<file path="src/design/cddn_pkg.sv">
`default_nettype none
// ============================================================================
// Civil date converter package
// Shared widths, calendar constants, word types and the cumulative month table
// for the civil date and day number converter.
// ============================================================================
package cddn_pkg;

    localparam int YEAR_W  = 14;
    localparam int MONTH_W = 4;
    localparam int DAY_W   = 5;
    localparam int NUM_W   = 22;
    localparam int DOY_W   = 9;
    localparam int Q100_W  = 8;

    localparam logic [YEAR_W-1:0]  YEAR_MIN = 14'd1900;
    localparam logic [YEAR_W-1:0]  YEAR_MAX = 14'd9999;
    localparam logic [NUM_W-1:0]   NUM_MIN  = 22'd693961;
    localparam logic [NUM_W-1:0]   NUM_MAX  = 22'd3652424;
    localparam logic [MONTH_W-1:0] MONTH_FIRST = 4'd1;
    localparam logic [MONTH_W-1:0] MONTH_LAST  = 4'd12;

    localparam logic [DOY_W-1:0] DAYS_COMMON_YEAR = 9'd365;
    localparam int CENTURY   = 100;
    localparam int QUAD_CENT = 400;
    localparam int CYCLE_DAYS = 146097;

    // Year estimate floor(n * 400 / 146097) by a rounded-up reciprocal.
    localparam int EST_SHIFT   = 40;
    localparam int EST_RECIP_W = 32;
    localparam logic [63:0] EST_RECIP_FULL =
        ((64'd1 << EST_SHIFT) * 64'(QUAD_CENT) + 64'(CYCLE_DAYS - 1)) / 64'(CYCLE_DAYS);
    localparam logic [EST_RECIP_W-1:0] EST_RECIP = EST_RECIP_W'(EST_RECIP_FULL);

    // Division of a year by one hundred by a rounded-up reciprocal.
    localparam int DIV100_SHIFT = 20;
    localparam logic [63:0] DIV100_RECIP_FULL =
        ((64'd1 << DIV100_SHIFT) + 64'(CENTURY - 1)) / 64'(CENTURY);
    localparam logic [YEAR_W-1:0] DIV100_RECIP = YEAR_W'(DIV100_RECIP_FULL);

    typedef enum logic {
        ACT_DATE_TO_NUM = 1'b0,
        ACT_NUM_TO_DATE = 1'b1
    } action_t;

    typedef struct packed {
        action_t            action;
        logic [YEAR_W-1:0]  in_year;
        logic [MONTH_W-1:0] in_month;
        logic [DAY_W-1:0]   in_day;
        logic [NUM_W-1:0]   in_day_number;
    } date_cmd_t;

    typedef struct packed {
        logic [NUM_W-1:0]   out_day_number;
        logic [YEAR_W-1:0]  out_year;
        logic [MONTH_W-1:0] out_month;
        logic [DAY_W-1:0]   out_day;
        logic               range_error;
    } date_result_t;

    typedef struct packed {
        logic [NUM_W-1:0] base;
        logic             leap_prev;
        logic             leap_cur;
        logic             leap_next;
    } year_info_t;

    function automatic logic [DOY_W-1:0] cum_days(input logic leap,
                                                  input logic [MONTH_W-1:0] idx);
        logic [DOY_W-1:0] common;
        logic [DOY_W-1:0] extra;
        begin
            unique case (idx)
                4'd0:    common = 9'd0;
                4'd1:    common = 9'd31;
                4'd2:    common = 9'd59;
                4'd3:    common = 9'd90;
                4'd4:    common = 9'd120;
                4'd5:    common = 9'd151;
                4'd6:    common = 9'd181;
                4'd7:    common = 9'd212;
                4'd8:    common = 9'd243;
                4'd9:    common = 9'd273;
                4'd10:   common = 9'd304;
                4'd11:   common = 9'd334;
                4'd12:   common = 9'd365;
                default: common = 9'd0;
            endcase
            extra = (leap && idx >= 4'd2 && idx <= MONTH_LAST) ? 9'd1 : 9'd0;
            return common + extra;
        end
    endfunction

endpackage
`default_nettype wire

</file>
<file path="src/design/cddn_year_calc.sv">
`default_nettype none
// ============================================================================
// Year base calculator
// Gives the day number of day zero of a year and the leap flags of that year
// and of its two neighbors.
// ============================================================================
module cddn_year_calc
    import cddn_pkg::*;
(
    input  wire logic [YEAR_W-1:0] year,
    output year_info_t             info
);

    logic [YEAR_W-1:0]   prev_year;
    logic [2*YEAR_W-1:0] q100_prod;
    logic [Q100_W-1:0]   q100;
    logic [6:0]          rem100;
    logic [8:0]          rem400;
    logic [YEAR_W-3:0]   q4;
    logic [Q100_W-3:0]   q400;

    always_comb
    begin
        prev_year = year - 14'd1;
        q100_prod = (2*YEAR_W)'(prev_year) * (2*YEAR_W)'(DIV100_RECIP);
        q100      = q100_prod[DIV100_SHIFT +: Q100_W];
        rem100    = 7'(prev_year - YEAR_W'(q100) * YEAR_W'(CENTURY));
        q4        = prev_year[YEAR_W-1:2];
        q400      = q100[Q100_W-1:2];
        rem400    = 9'(q100[1:0]) * 9'(CENTURY) + 9'(rem100);

        info.base = NUM_W'(year) * NUM_W'(DAYS_COMMON_YEAR) + NUM_W'(q4)
                  - NUM_W'(q100) + NUM_W'(q400);

        // The year before is leap when the previous year itself divides.
        info.leap_prev = (prev_year[1:0] == 2'd0)
                      && (rem100 != 7'd0 || rem400 == 9'd0);
        info.leap_cur  = (prev_year[1:0] == 2'd3)
                      && (rem100 != 7'd99 || rem400 == 9'd399);
        info.leap_next = (prev_year[1:0] == 2'd2)
                      && (rem100 != 7'd98 || rem400 == 9'd398);
    end

endmodule
`default_nettype wire

</file>
<file path="src/design/civil_date_day_number_converter.sv">
`default_nettype none
// ============================================================================
// Civil date and day number converter
// Converts a Gregorian date to a serial day number or a day number to a date.
// ============================================================================
// A command word on item is taken at each rising edge where start is high and
// busy is low. busy is always low, so a word can be issued in every cycle.
// The action field selects the direction. Dates from 1900-01-01 to 9999-12-31
// (day numbers 693961 to 3652424) are supported; anything else returns a word
// with range_error set and all value fields zero.
// The result word appears on result with done high for exactly one cycle and
// is taken at the edge that ends that cycle. The receiver cannot stall.
// Each word passes through s1_reg, s2_reg and result_reg, and throughput
// is one word per cycle. The first stage holds the year estimate multiply,
// the second the division of the year by one hundred and the year base,
// the third the year correction and the month search over the cumulative
// month table.
// Reset clears all words in flight; no done strobe follows a reset until a
// new word is issued.
// ============================================================================
module civil_date_day_number_converter
    import cddn_pkg::*;
(
    input  wire logic      clk,
    input  wire logic      rst_n,
    input  wire logic      start,
    output logic           busy,
    input  wire date_cmd_t item,
    output logic           done,
    output date_result_t   result
);

    typedef struct packed {
        date_cmd_t         cmd;
        logic [YEAR_W-1:0] year_est;
    } stage_t;

    logic          s1_valid_reg, s1_valid_next;
    stage_t        s1_reg, s1_next;
    logic          s2_valid_reg, s2_valid_next;
    stage_t        s2_reg, s2_next;
    year_info_t    info_reg, info_next;
    logic          done_reg, done_next;
    date_result_t  result_reg, result_next;

    logic [NUM_W+EST_RECIP_W-1:0] est_prod;
    year_info_t        info_calc;
    logic [NUM_W-1:0]  base_prev;
    logic [NUM_W-1:0]  base_next;
    logic [NUM_W-1:0]  year_base;
    logic [YEAR_W-1:0] year_found;
    logic              year_leap;
    logic [DOY_W-1:0]  doy;
    logic [MONTH_W-1:0] month_found;
    logic [DAY_W-1:0]  day_found;
    logic [DOY_W-1:0]  month_len;
    logic              num_err;
    logic              date_err;

    assign busy = 1'b0;

    always_comb
    begin
        est_prod           = (NUM_W+EST_RECIP_W)'(item.in_day_number)
                           * (NUM_W+EST_RECIP_W)'(EST_RECIP);
        s1_valid_next      = start && !busy;
        s1_next.cmd        = item;
        s1_next.year_est   = (item.action == ACT_NUM_TO_DATE)
                           ? est_prod[EST_SHIFT +: YEAR_W] : item.in_year;
    end

    cddn_year_calc u_year_calc
    (
        .year (s1_reg.year_est),
        .info (info_calc)
    );

    always_comb
    begin
        s2_valid_next = s1_valid_reg;
        s2_next       = s1_reg;
        info_next     = info_calc;
    end

    always_comb
    begin
        base_prev = info_reg.base - NUM_W'(DAYS_COMMON_YEAR) - NUM_W'(info_reg.leap_prev);
        base_next = info_reg.base + NUM_W'(DAYS_COMMON_YEAR) + NUM_W'(info_reg.leap_cur);

        priority if (s2_reg.cmd.in_day_number <= info_reg.base)
        begin
            year_found = s2_reg.year_est - 14'd1;
            year_base  = base_prev;
            year_leap  = info_reg.leap_prev;
        end
        else if (s2_reg.cmd.in_day_number > base_next)
        begin
            year_found = s2_reg.year_est + 14'd1;
            year_base  = base_next;
            year_leap  = info_reg.leap_next;
        end
        else
        begin
            year_found = s2_reg.year_est;
            year_base  = info_reg.base;
            year_leap  = info_reg.leap_cur;
        end

        doy         = DOY_W'(s2_reg.cmd.in_day_number - year_base);
        month_found = MONTH_FIRST;
        for (int i = 1; i < 12; i++)
        begin
            if (cum_days(year_leap, MONTH_W'(i)) < doy)
            begin
                month_found = month_found + 4'd1;
            end
        end
        day_found = DAY_W'(doy - cum_days(year_leap, month_found - 4'd1));

        num_err = (s2_reg.cmd.in_day_number < NUM_MIN)
               || (s2_reg.cmd.in_day_number > NUM_MAX);

        month_len = cum_days(info_reg.leap_cur, s2_reg.cmd.in_month)
                  - cum_days(info_reg.leap_cur, s2_reg.cmd.in_month - 4'd1);
        date_err  = (s2_reg.cmd.in_year < YEAR_MIN) || (s2_reg.cmd.in_year > YEAR_MAX)
                 || (s2_reg.cmd.in_month < MONTH_FIRST) || (s2_reg.cmd.in_month > MONTH_LAST)
                 || (s2_reg.cmd.in_day == 5'd0)
                 || (DOY_W'(s2_reg.cmd.in_day) > month_len);

        done_next = s2_valid_reg;
        if (s2_reg.cmd.action == ACT_NUM_TO_DATE)
        begin
            result_next.out_day_number = s2_reg.cmd.in_day_number;
            result_next.out_year       = year_found;
            result_next.out_month      = month_found;
            result_next.out_day        = day_found;
            result_next.range_error    = num_err;
        end
        else
        begin
            result_next.out_day_number = info_reg.base
                + NUM_W'(cum_days(info_reg.leap_cur, s2_reg.cmd.in_month - 4'd1))
                + NUM_W'(s2_reg.cmd.in_day);
            result_next.out_year       = s2_reg.cmd.in_year;
            result_next.out_month      = s2_reg.cmd.in_month;
            result_next.out_day        = s2_reg.cmd.in_day;
            result_next.range_error    = date_err;
        end

        if (result_next.range_error)
        begin
            result_next.out_day_number = '0;
            result_next.out_year       = '0;
            result_next.out_month      = '0;
            result_next.out_day        = '0;
        end
    end

    always_ff @(posedge clk or negedge rst_n)
    begin
        if (!rst_n)
        begin
            s1_valid_reg <= 1'b0;
            s2_valid_reg <= 1'b0;
            done_reg     <= 1'b0;
        end
        else
        begin
            s1_valid_reg <= s1_valid_next;
            s2_valid_reg <= s2_valid_next;
            done_reg     <= done_next;
        end
    end

    always_ff @(posedge clk)
    begin
        if (s1_valid_next)
        begin
            s1_reg <= s1_next;
        end
        if (s2_valid_next)
        begin
            s2_reg   <= s2_next;
            info_reg <= info_next;
        end
        if (done_next)
        begin
            result_reg <= result_next;
        end
    end

    assign done   = done_reg;
    assign result = result_reg;

    // Every accepted word yields its result with done high.
    assert property (@(posedge clk) disable iff (!rst_n)
        (start && !busy) |-> ##3 done)
        else $error("accepted word produced no result after three cycles");

    assert property (@(posedge clk) disable iff (!rst_n)
        done |-> $past(start && !busy, 3))
        else $error("result word without a matching accepted word");

    assert property (@(posedge clk) disable iff (!rst_n)
        (done && result.range_error) |->
            (result.out_day_number == '0 && result.out_year == '0
             && result.out_month == '0 && result.out_day == '0))
        else $error("error word carries nonzero value fields");

    assert property (@(posedge clk) disable iff (!rst_n)
        (done && !result.range_error) |->
            (result.out_month >= MONTH_FIRST && result.out_month <= MONTH_LAST
             && result.out_day != '0))
        else $error("month or day of a valid result out of range");

    assert property (@(posedge clk) disable iff (!rst_n)
        (done && !result.range_error) |->
            (result.out_day_number >= NUM_MIN && result.out_day_number <= NUM_MAX
             && result.out_year >= YEAR_MIN && result.out_year <= YEAR_MAX))
        else $error("valid result outside the supported span");

endmodule
`default_nettype wire
</file>
<file path="config.mk">
export PLATFORM = sky130hd
export DESIGN_NAME = civil_date_day_number_converter
export DESIGN_NICKNAME = d
export VERILOG_FILES = /design/src/design/cddn_pkg.sv /design/src/design/cddn_year_calc.sv /design/src/design/civil_date_day_number_converter.sv
export SDC_FILE = /design/constraint.sdc
export NUM_CORES = 2
export LEC_CHECK = 0
export ABC_AREA = 1
export BUFFER_PORTS_ARGS = -buffer_cell sky130_fd_sc_hd__buf_2
export CAP_MARGIN = 20
export CORE_MARGIN = 8
export CORE_UTILIZATION = 29
export CTS_BUF_LIST = sky130_fd_sc_hd__clkbuf_4 sky130_fd_sc_hd__clkbuf_8 sky130_fd_sc_hd__clkbuf_16
export DETAILED_ROUTE_END_ITERATION = 16
export PLACE_DENSITY = 0.53
export RECOVER_POWER = 100
export SETUP_SLACK_MARGIN = 0.2
export SYNTH_ARGS = -nofsm -noshare
export SYNTH_HDL_FRONTEND = slang
export SYNTH_HIERARCHICAL = 1
export SYNTH_SLANG_ARGS = --single-unit
</file>
<file path="constraint.sdc">
create_clock -name clk -period 18.3 [get_ports clk]
set_input_delay 2.745 -clock clk [delete_from_list [all_inputs] [get_ports clk]]
set_output_delay 2.745 -clock clk [all_outputs]
set_load 0.02 [all_outputs]
</file>
==> results.md <==
* GR Util All Layers at 15.04%
* Mapped Area at 33870 um^2
* Vias per cell at 4.608
* Top cells by count, synth: inv_1 (949), ha_1 (588), nand2_1 (543), fa_1 (423), a21oi_1 (194)
* DR WL/cell at 17.64 um
* Critical path arrival at 15.14 ns
* CTS tree: yes
* Flops & latches, synth at 203
* Largest net degree at the start of global routing at 62
* Die extent in y at 357.7 um
* Largest area contributor in the netlist: fa_1
* Number of synthesized flops with an enable pin at 191
* Slowest-stage cell, CP: nor3_1
* Max frequency at 67.48 MHz
* Starting density of the core at 29.18%
* GPL Wtd Cong at 0.9142
* Cell count after synthesis at 3812
* Fin. max-slew vios at 221
* Syn nets at 4872
* Final hold violation count at 0
* Clock Path Buffers at 3
* CTS sink cnt at 203
* Postcts setup bufs at 0
* Vias in the first global route at 25790
* Post-CTS resize count at 0
* DRT antenna net count at 0
* Worst-Skew Late Latency at 0.56 ns
* Simple-Gate Fraction of Synth Area at 13.87%
* First-pass DRT Iterations at 6
* Final setup violation count at 0
* Overflow after GRT at 0
* Die width at 357.7 um
* Yosys cell types at 67
* Post-synthesis average cell area at 8.885 um^2
* Io pins at 97
* Worst Skew at 0.01921 ns
* Cell repeated most along the worst path: nand2_1
* Yosys Warn Count at 6
* Tmin final at 14.82 ns
* Top post-synthesis cells by area: fa_1 (25%), ha_1 (22%), edfxtp_1 (17%), inv_1 (11%), nand2_1 (6.0%)
* XOR/XNOR Fraction of Synth Area at 3.325%
* WS Path Type: flop to flop
* Clock transition at the registers of the reported paths at 0.07 ns
* H-tree depth at 1
* Fin crit share at 80.98%
* Final nets at 4979
* Most common cell in the netlist: inv_1
* Crit-path max FO at 16
* PortBufs at 95
* Hold WC Path Type: flop to flop
* Final setup TNS at 0 ns
* Drt drc at 0
* Layout cells sized above 1 at 4.215%
* Predominant post-synthesis flop cell: edfxtp_1
* Largest family of logic cells by synthesized area: adder cells
* Startpoint Class: flop
* Num CTS Buffers at 25
* Area of the core at 116000 um^2
* Post-Synth Adder-Cell Area at 46.73%
* Failing checks: max-capacitance violations, max-slew violations
* CTS Hold Bufs at 0
* Root Buffer Master: clkbuf_16
* DRT iter0 DRCs at 1650
* Slew HR at -156.3%
* Seq/Total Area, Yosys at 17.69%
* Worst-margin pin slew at 3.844 ns
* Ys async rst share at 1.478%
* Initial antenna violation count at 21
* Max-Cap Viols at 5
* Status: finished with violations
* Endpoint class of the critical path: flop
* Mux share of post-synthesis cell area at 0%
* Via count at 25190
* WL final at 96480 um
* First-pass GRT wire length at 149500 um
* Complex-gate fraction of the synthesized area at 7.462%
* WP data required at 18.62 ns
* RSZ-0062 raised after global routing: no
* Die area at 128000 um^2
* Dpl hpwl at 83590 um
* Crit-path max cell delay at 0.58 ns
* Rows at 125
* Synthesis-to-finish area growth at 9.202%
* Share of the synthesized area in the top cell type at 25.00%
==> layer usage <==
metal | vias up | track usage, % | wire length (um)
li1 | 12330 | - | -
met1 | 12220 | 21.15 | 45750
met2 | 536 | 24.52 | 43640
met3 | 110 | 2.267 | 5109
met4 | 4 | 2.975 | 1958
met5 | - | 0 | 27
==> cell usage in the layout (no fill, tap or decap), types with 12 or more instances in the layout <==
cell	count
or2_2	21
nor2_1	186
nand3_2	16
o21ai_0	120
nor2_2	12
o21bai_1	13
a31oi_1	19
a211oi_1	19
xnor2_1	29
inv_1	948
edfxtp_1	191
ha_1	588
nand2_1	550
fa_1	423
xor2_1	84
nand2_2	26
nor4_1	13
nand3_1	144
clkbuf_1	88
clkbuf_16	25
a21o_1	14
a21oi_1	194
nand4_1	31
nor3_1	32
==> critical path: cells and delay by family, from the launching register on <==
| family | cells | cell delay [ns] |
|---|---|---|
| AO/OA/AOI/OAI | 6 | 1.33 |
| XOR/XNOR | 4 | 1.02 |
| adder cells (fa/ha/maj) | 16 | 4.89 |
| buffers and inverters | 11 | 1.05 |
| flip-flops | 1 | 0.45 |
| AND/OR/NAND/NOR | 42 | 5.81 |
==> kinds of logic (layout without fill, tap and decap cells) <==
logic type,after synthesis,count (layout)
adders and majority gates,1011,1011
AOI/OAI and AO/OA,443,443
DFF,203,203
xor gates and xnor gates,120,120
buffers and inverters,982,1108
other,1,7
and+or+nand+nor,1052,1052
==> final timing paths <==
path / start / depth (start not counted) / to / slack [ns]
setup reg to reg: info_reg[3]$_DFFE_PP_ / 79 / result[5]$_SDFFCE_PP0P_ / 3.48
hold / removal: s1_reg[26]$_DFFE_PP_ / 0 / s2_reg[26]$_DFFE_PP_ / 0.42
min in group asynchronous: rst_n / 1 / s1_valid_reg$_DFF_PN0_ / 2.01
max in group asynchronous: rst_n / 1 / done_next$_DFF_PN0_ / 16.11
hold reg to reg: s1_reg[26]$_DFFE_PP_ / 0 / s2_reg[26]$_DFFE_PP_ / 0.42
setup / recovery: info_reg[3]$_DFFE_PP_ / 79 / result[5]$_SDFFCE_PP0P_ / 3.48
==> layout make-up <==
| type | instances | area [um^2] |
|---|---|---|
| antenna | 6 | 15.01 |
| clock buffer | 32 | 703.2 |
| clock inverter | 14 | 229.0 |
| fill | 12300 | 79060 |
| inverter | 959 | 3606 |
| multi-input combinational | 2627 | 24120 |
| sequential | 203 | 5991 |
| tap | 1524 | 1907 |
| timing repair buffer | 103 | 415.4 |
==> through the flow <==
| step | area [um^2] | instances | util [%] | worst slack [ns] | hold WS (ns) |
|---|---|---|---|---|---|
| after floorplan | 33870 | 3812 | - | 5.636 | 0.4003 |
| after global placement | 36230 | 5416 | 31.22 | 4.271 | 0.4015 |
| after detailed placement | 36230 | 5416 | 31.22 | 4.012 | 0.4045 |
| after CTS | 37160 | 5462 | 32.02 | 3.985 | 0.4170 |
| after global routing | 36980 | 5465 | 31.86 | 1.965 | 0.4240 |
| final | 36990 | 5468 | 31.87 | 3.481 | 0.4153 |
Power is not shown: default switching activity piles up to over one toggle a cycle in this logic, so the estimate is an artifact.
